File: config.mk
export PLATFORM = sky130hd
export DESIGN_NAME = mvsm_div
export DESIGN_NICKNAME = d
export VERILOG_FILES = /design/src/rtl/multi_voice_sample_mixer_macros.svh /design/src/rtl/mvsm_pkg.sv /design/src/rtl/mvsm_div.sv
export SDC_FILE = /design/constraint.sdc
export NUM_CORES = 1
export LEC_CHECK = 0
export ABC_AREA = 0
export BUFFER_PORTS_ARGS = -buffer_cell sky130_fd_sc_hd__buf_2
export CORE_AREA = 2 2 123 65
export CTS_BUF_LIST = sky130_fd_sc_hd__clkbuf_2 sky130_fd_sc_hd__clkbuf_4 sky130_fd_sc_hd__clkbuf_8
export CTS_CLUSTER_DIAMETER = 100
export DETAILED_ROUTE_END_ITERATION = 12
export DIE_AREA = 0 0 125 67
export PLACE_DENSITY_LB_ADDON = 0.12
export SYNTH_ARGS = -nofsm -noshare
export SYNTH_HDL_FRONTEND = slang
export SYNTH_SLANG_ARGS = --single-unit
File: constraint.sdc
create_clock -name clk -period 3.34 [get_ports clk]
set_input_delay 0.334 -clock clk [delete_from_list [all_inputs] [get_ports clk]]
set_output_delay 0.334 -clock clk [all_outputs]
set_load 0.05 [all_outputs]
File: src/rtl/multi_voice_sample_mixer_macros.svh
// ----------------------------------------------------------------------------
// Assertion macros for the multi-voice sample mixer
// Shared forms for the concurrent checks of the mixer modules.
// ----------------------------------------------------------------------------
`ifndef MULTI_VOICE_SAMPLE_MIXER_MACROS_SVH
`define MULTI_VOICE_SAMPLE_MIXER_MACROS_SVH

// Same-cycle implication, checked outside reset.
`define MVSM_ASSERT_NOW(lbl, ante, cons, msg) \
  lbl: assert property (@(posedge clk) disable iff (rst) (ante) |-> (cons)) \
    else $error(msg);

// Next-cycle implication, checked outside reset.
`define MVSM_ASSERT_NEXT(lbl, ante, cons, msg) \
  lbl: assert property (@(posedge clk) disable iff (rst) (ante) |=> (cons)) \
    else $error(msg);

`endif

File: src/rtl/mvsm_pkg.sv
// ----------------------------------------------------------------------------
// Mixer package
// Sizes, codes and constants shared by the mixer modules.
// ----------------------------------------------------------------------------
`default_nettype none
package mvsm_pkg;
  localparam int NUM_SOUNDS = 8;
  localparam int MAX_FRAMES = 4096;
  localparam int MAX_VOICES = 16;

  localparam int SID_W   = 3;
  localparam int POS_W   = 12;
  localparam int LEN_W   = 13;
  localparam int PHASE_W = 29;
  localparam int STEP_W  = 22;
  localparam int VIDX_W  = 4;
  localparam int VCNT_W  = 5;

  localparam int DVD_W = 34;
  localparam int DVS_W = 17;
  localparam int DCNT_W = 6;

  localparam logic [STEP_W-1:0] STEP_MAX = {STEP_W{1'b1}};
  localparam logic [16:0] SCALE_DIV = 17'd65025;
  localparam logic [16:0] SCALE_RECIP = 17'd66051;
  localparam logic [LEN_W-1:0] LEN_MAX = LEN_W'(MAX_FRAMES);
  localparam logic [16:0] OUT_RATE_RESET = 17'd44100;

  localparam logic [1:0] OP_WRITE  = 2'd0;
  localparam logic [1:0] OP_DEFINE = 2'd1;
  localparam logic [1:0] OP_PLAY   = 2'd2;
  localparam logic [1:0] OP_RENDER = 2'd3;
endpackage
`default_nettype wire

File: src/rtl/mvsm_div.sv
// ----------------------------------------------------------------------------
// Restoring divider
// Unsigned division, one quotient bit per cycle.
// ----------------------------------------------------------------------------
`default_nettype none
module mvsm_div (
  input  wire logic                          clk,
  input  wire logic                          rst,
  input  wire logic                          start,
  input  wire logic [mvsm_pkg::DVD_W-1:0]    dividend,
  input  wire logic [mvsm_pkg::DVS_W-1:0]    divisor,
  output logic                               done,
  output logic [mvsm_pkg::DVD_W-1:0]         quotient
);
  logic                        busy;
  logic [mvsm_pkg::DCNT_W-1:0] cnt;
  logic [mvsm_pkg::DVS_W-1:0]  rem;
  logic [mvsm_pkg::DVS_W-1:0]  dvs;
  logic [mvsm_pkg::DVS_W:0]    trial;
  logic                        fits;
  logic                        last_bit;

  assign trial    = {rem, quotient[mvsm_pkg::DVD_W-1]};
  assign fits     = trial >= {1'b0, dvs};
  assign last_bit = cnt == mvsm_pkg::DCNT_W'(mvsm_pkg::DVD_W - 1);

  always_ff @(posedge clk) begin
    if (rst) begin
      busy <= 1'b0;
      done <= 1'b0;
      cnt  <= '0;
    end else begin
      done <= !start && busy && last_bit;
      if (start) begin
        busy <= 1'b1;
        cnt  <= '0;
      end else if (busy) begin
        cnt <= cnt + 1'b1;
        if (last_bit) begin
          busy <= 1'b0;
        end
      end
    end
  end

  always_ff @(posedge clk) begin
    if (start) begin
      quotient <= dividend;
      rem      <= '0;
      dvs      <= divisor;
    end else if (busy) begin
      rem      <= fits ? mvsm_pkg::DVS_W'(trial - {1'b0, dvs}) : trial[mvsm_pkg::DVS_W-1:0];
      quotient <= {quotient[mvsm_pkg::DVD_W-2:0], fits};
    end
  end
endmodule
`default_nettype wire

Yosys cells after proc, flatten, opt, wreduce, memory -nomap -nowiden
Cells that the tools add are included.
{"block": "totals", "regBits": 76, "in_bits": 54, "romBits": 0, "latch_bits": 0, "out_inout_bits": 35, "word_cells": 21, "ram_bits": 0, "n_memories": 0}
{"block": "op_classes", "n_reduce_logical": 5, "mul": 0, "n_lt_le_gt_ge": 1, "n_bitwise": 0, "muxes": 6, "div_mod_pow": 0, "shift": 0, "n_eq_ne": 1, "add_sub_neg": 2}
{"operator": "$mux 34", "count": 2}
{"operator": "$ge 18x17->1", "count": 1}
{"operator": "$mux 17", "count": 1}
{"operator": "$sub 17x17->17", "count": 1}
{"operator": "$add 6x1->6 const B", "count": 1}
{"operator": "$eq 6x6->1 const B", "count": 1}
{"operator": "$mux 1", "count": 3}
{"operator": "$logic_and 1x1->1", "count": 2}
{"operator": "$reduce_bool 2->1", "count": 1}
{"operator": "$reduce_or 2->1", "count": 1}
{"operator": "$logic_not 1->1", "count": 1}

Logic depth before layout (Yosys ltp)
{"block": "logic_depth", "word_depth": 4, "ltp_mapped": 12, "depth_no_buf": 10}

Worst setup path after synthesis
OpenSTA, ideal clock, no wires.
{"block": "synth_path", "kind": "reg2reg", "from": "register quotient[33] (netlist bit)", "to": "register quotient[0] (netlist bit), data pin", "synth_period_minus_slack_ns": 2.817, "t_required_ns": 3.080, "stages_incl_launch_ff": 11, "path_buffers": 1, "setup_ns": 0.260, "arrival_ns": 2.557, "path_slack_ns": 0.523, "cell_sequence": "edfxtp_1 -> inv_1 -> ha_1 -> inv_1 -> fa_1 -> a21o_1 -> a221oi_4 -> a31o_4 -> o211ai_2 -> buf_6 -> mux2_2"}
{"block": "synth_via", "elab_chain_len": 3}
{"element": "start: declaration", "line": "mvsm_div.sv:13", "rtl": "output logic [mvsm_pkg::DVD_W-1:0] quotient"}
{"element": "start signal: assignment", "line": "mvsm_div.sv:48", "rtl": "quotient <= dividend;"}
{"element": "start signal: assignment", "line": "mvsm_div.sv:53", "rtl": "quotient <= {quotient[mvsm_pkg::DVD_W-2:0], fits};"}
{"element": "$ge 18x17->1", "line": "mvsm_div.sv:24", "rtl": "assign fits = trial >= {1'b0, dvs};"}
{"element": "$mux 34", "line": "mvsm_div.sv:51", "rtl": "end else if (busy) begin"}
{"element": "$mux 34", "line": "mvsm_div.sv:47", "rtl": "if (start) begin"}
No other way between the ends. The select of a mux whose other input is x is not followed.
A chain may end at the register's enable or synchronous reset.

Worst setup path in the final report
{"block": "layout_path", "from": "register quotient[33] (netlist bit)", "to": "register rem[7] (netlist bit)"}
{"block": "layout_via", "elab_chain_len": 2, "elab_cells_between_ends": 3, "cone_classes": "add/sub: 1; order compare: 1; mux: 1"}
{"element": "$sub 17x17->17 or $ge 18x17->1 (tied branches)", "line": "mvsm_div.sv:52, mvsm_div.sv:24"}
{"element": "$mux 17 (*)", "line": "mvsm_div.sv:52", "rtl": "rem <= fits ? mvsm_pkg::DVS_W'(trial - {1'b0, dvs}) : trial[mvsm_pkg::DVS_W-1:0];"}
{"element": "end signal: assignment", "line": "mvsm_div.sv:52"}
{"element": "end: declaration", "line": "mvsm_div.sv:17", "rtl": "logic [mvsm_pkg::DVS_W-1:0] rem;"}
Every way passes the cells marked *; elsewhere a longest branch is shown, timed or not.

==> summary.txt <==
Die
  – Top-Level Pins: 89
  – Row count: 22
  – Core ar.: 0.007212 mm^2
  – Starting Density: 55.57%
  – Die height: 67 um
  – Die width: 125 um
  – DIE AREA: 0.008375 mm^2

Setup path
  – Worst Path Arrival: 3180 ps
  – Crit Path Category: flop to flop
  – Setup crit end kind: flop
  – CP startpoint kind: flop
  – Reg2reg setup slack: 400 ps
  – Worst-path fanout max: 17
  – FF-to-FF Start: quotient[33]
  – CP Data Required Time: 3580 ps
  – Cell count of the worst reg-to-reg path: 10
  – Worst flop-to-flop path endpoint: rem[7]

Timing
  – Final Hold Viols: 0
  – Final period util: 88.04%
  – RSZ-0062 raised after global routing: false
  – FMAX: approximately 0.34 GHz
  – Worst-Margin Slew: 798.4 ps
  – Setup-failing EPs final: 0
  – Skew final: 6.176 ps
  – Minimum clock period: 2940 ps
  – Setup TNS: 0 ps
  – Slew Viols, Final: 0
  – Max-Slew Margin vs Limit: 46.78%

Synth
  – Largest area contributor in the netlist: edfxtp_1
  – Post-synth EDFFs: 51
  – Post-synthesis sequential area ratio: 50.70%
  – Top-count cell post-synth: edfxtp_1
  – Most used flip-flop cell after synthesis: edfxtp_1
  – Number of library cell types mapped by synthesis: 54
  – Synth cell count leaders: edfxtp_1, nand2_1, mux2_2
  – Top post-synthesis cells by area: edfxtp_1, dfxtp_1, mux2_2, ha_1, nand2_1
  – FFs w/ async S/R, synth: 0%
  – Syn. warnings: 0
  – Mapped Avg Cell Area: 11.23 um^2
  – Post-Syn Nets: 431
  – Post-synth top area share: 38.21%
  – Synth Instances: around 360
  – Mapped Area: roughly 0.0040 mm^2
  – FF+latch count, synth: 76

Status
  – Status: finished, final reports clean

Place
  – Dpl hpwl: about 6000 um
  – Placer Congestion: 0.8629
  – Port buffer count: a little under 90

Global routing
  – Tot GR Track Use: a little over a fifth
  – First-pass GRT wire length: ~14000 um
  – Pin count of the biggest net entering global routing: 68
  – Aggregate global routing overflow: 0
  – Initial antenna violation count: 0
  – Vias in the first global route: 2967

Clocking
  – Deepest clock path buffer count: 2
  – Worst-path clk slew: ~80 ps
  – Hold buffers post-CTS: 0
  – Clock Sinks: 76
  – # Post-CTS Setup Buffers: 0
  – Post-CTS resize count: 0
  – CTS tree: yes
  – Clock root buffer: clkbuf_8
  – CTS Buf Count: 9
  – Clock Latency Late Sink: 360 ps
  – H-tree levels: 3

Layout
  – Ant diodes: 0
  – Final Core Density: 65.09%
  – Layout Nets: approximately 520
  – Layout cells sized above 1: 33.04%
  – Synth-to-Final Area Change: 17.14%

Worst hold path
  – Min-Delay Path Depth: 1
  – Worst min path class: primary input to flop
  – Hold Startpoint: divisor[1]
  – Worst Hold End: dvs[1]

Pwr
  – Worst vdd ir: 356.0 uV
  – PwrDens: between 400 and 500 mW/mm^2
  – Total Power: 0.002318 W
  – Leak: 1.923 nW

Drt
  – Drt drc: 0
  – DR vias: 3008
  – DR WL/cell: 15.47 um
  – Drt pass-1 iters: 4
  – Via-to-Cell Ratio: 5.529
  – Detailed Route WL: around 8400 um
  – Antenna Nets Post-Route: 0
  – Initial DRC count: 202

Job
  – Max Cap Viol: 0
==> report_power, final <==
part,internal (W),switching [W]
sequential,0.00109,0.0000351
clock,0.000339,0.000339
combinational,0.000177,0.000340
==> how the worst max path moves through the flow <==
stage                       startpoint     endpoint  slack (ps)  cells past startpoint
final                     quotient[33]       rem[7]         400                     10
after global routing      quotient[33]       rem[7]         200                     10
after CTS                 quotient[33]       rem[7]         410                     10
after detailed placement  quotient[33]       rem[7]         450                     10
after global placement    quotient[33]       rem[6]         580                     10
after floorplan           quotient[33]  quotient[0]         520                     10
==> stage by stage <==
| stage | hold slack (ps) | setup WS [ps] | instances | area [um^2] |
|---|---|---|---|---|
| floorplan | 406.4 | 522.6 | 357 | 4008 |
| global placement | 461.7 | 581.2 | 528 | 4501 |
| detailed placement | 470.6 | 446.4 | 528 | 4501 |
| CTS | 120.8 | 412.5 | 544 | 4695 |
| global route | 127.0 | 203.9 | 544 | 4695 |
| finish | 148.5 | 399.6 | 544 | 4695 |
==> cells in the final DEF (no fill, tap or decap), types with 12 or more instances in the layout <==
cell and count:
a21oi_1 16, buf_2 88, clkbuf_8 12, dfxtp_1 25, edfxtp_1 51, ha_1 19
inv_1 22, mux2_2 34, nand2_1 35, nor2_1 27, o21ai_0 15
==> sequential cells by signal (all words and copies together) (netlist names) <==
name,cells
busy,1
cnt,6
dvs,17
quotient,34
done,1
rem,17
==> final cells by class <==
class,count,area (um^2)
fill,569,2517
sequential,76,2032
multi-input combinational,243,1803
timing repair buffer,91,462.9
clock buffer,13,172.7
tap,96,120.1
inverter,22,82.58
clock inverter,3,21.27
==> critical path, cell delays in order (launching register included) <==
cell	delay (ps)
edfxtp_1	410
inv_1	80
ha_1	150
inv_1	50
fa_1	390
a21o_1	240
a221oi_4	340
a31o_4	230
o211a_1	500
nand2_1	110
a311oi_1	340
==> kinds of logic (layout without fill, tap and decap cells) <==
logic type | Yosys count | in the layout | synth area share (%)
and+or+nand+nor | 96 | 96 | 11.49
DFF | 76 | 76 | 50.70
AOI/OAI and AO/OA | 73 | 73 | 13.05
buffers and inverters | 38 | 129 | 4.308
muxes | 37 | 37 | 10.30
adders and majority gates | 20 | 20 | 6.432
xor gates and xnor gates | 17 | 17 | 3.715
==> metal layers <==
metal / part of all wire (%) / GRT usage [%]
met3: 6.2 / 7.470
met5: 0 / 0
met4: 2.1 / 9.861
met2: 46 / 34.38
met1: 46 / 25.69
Power figures use the tool's default switching activity.
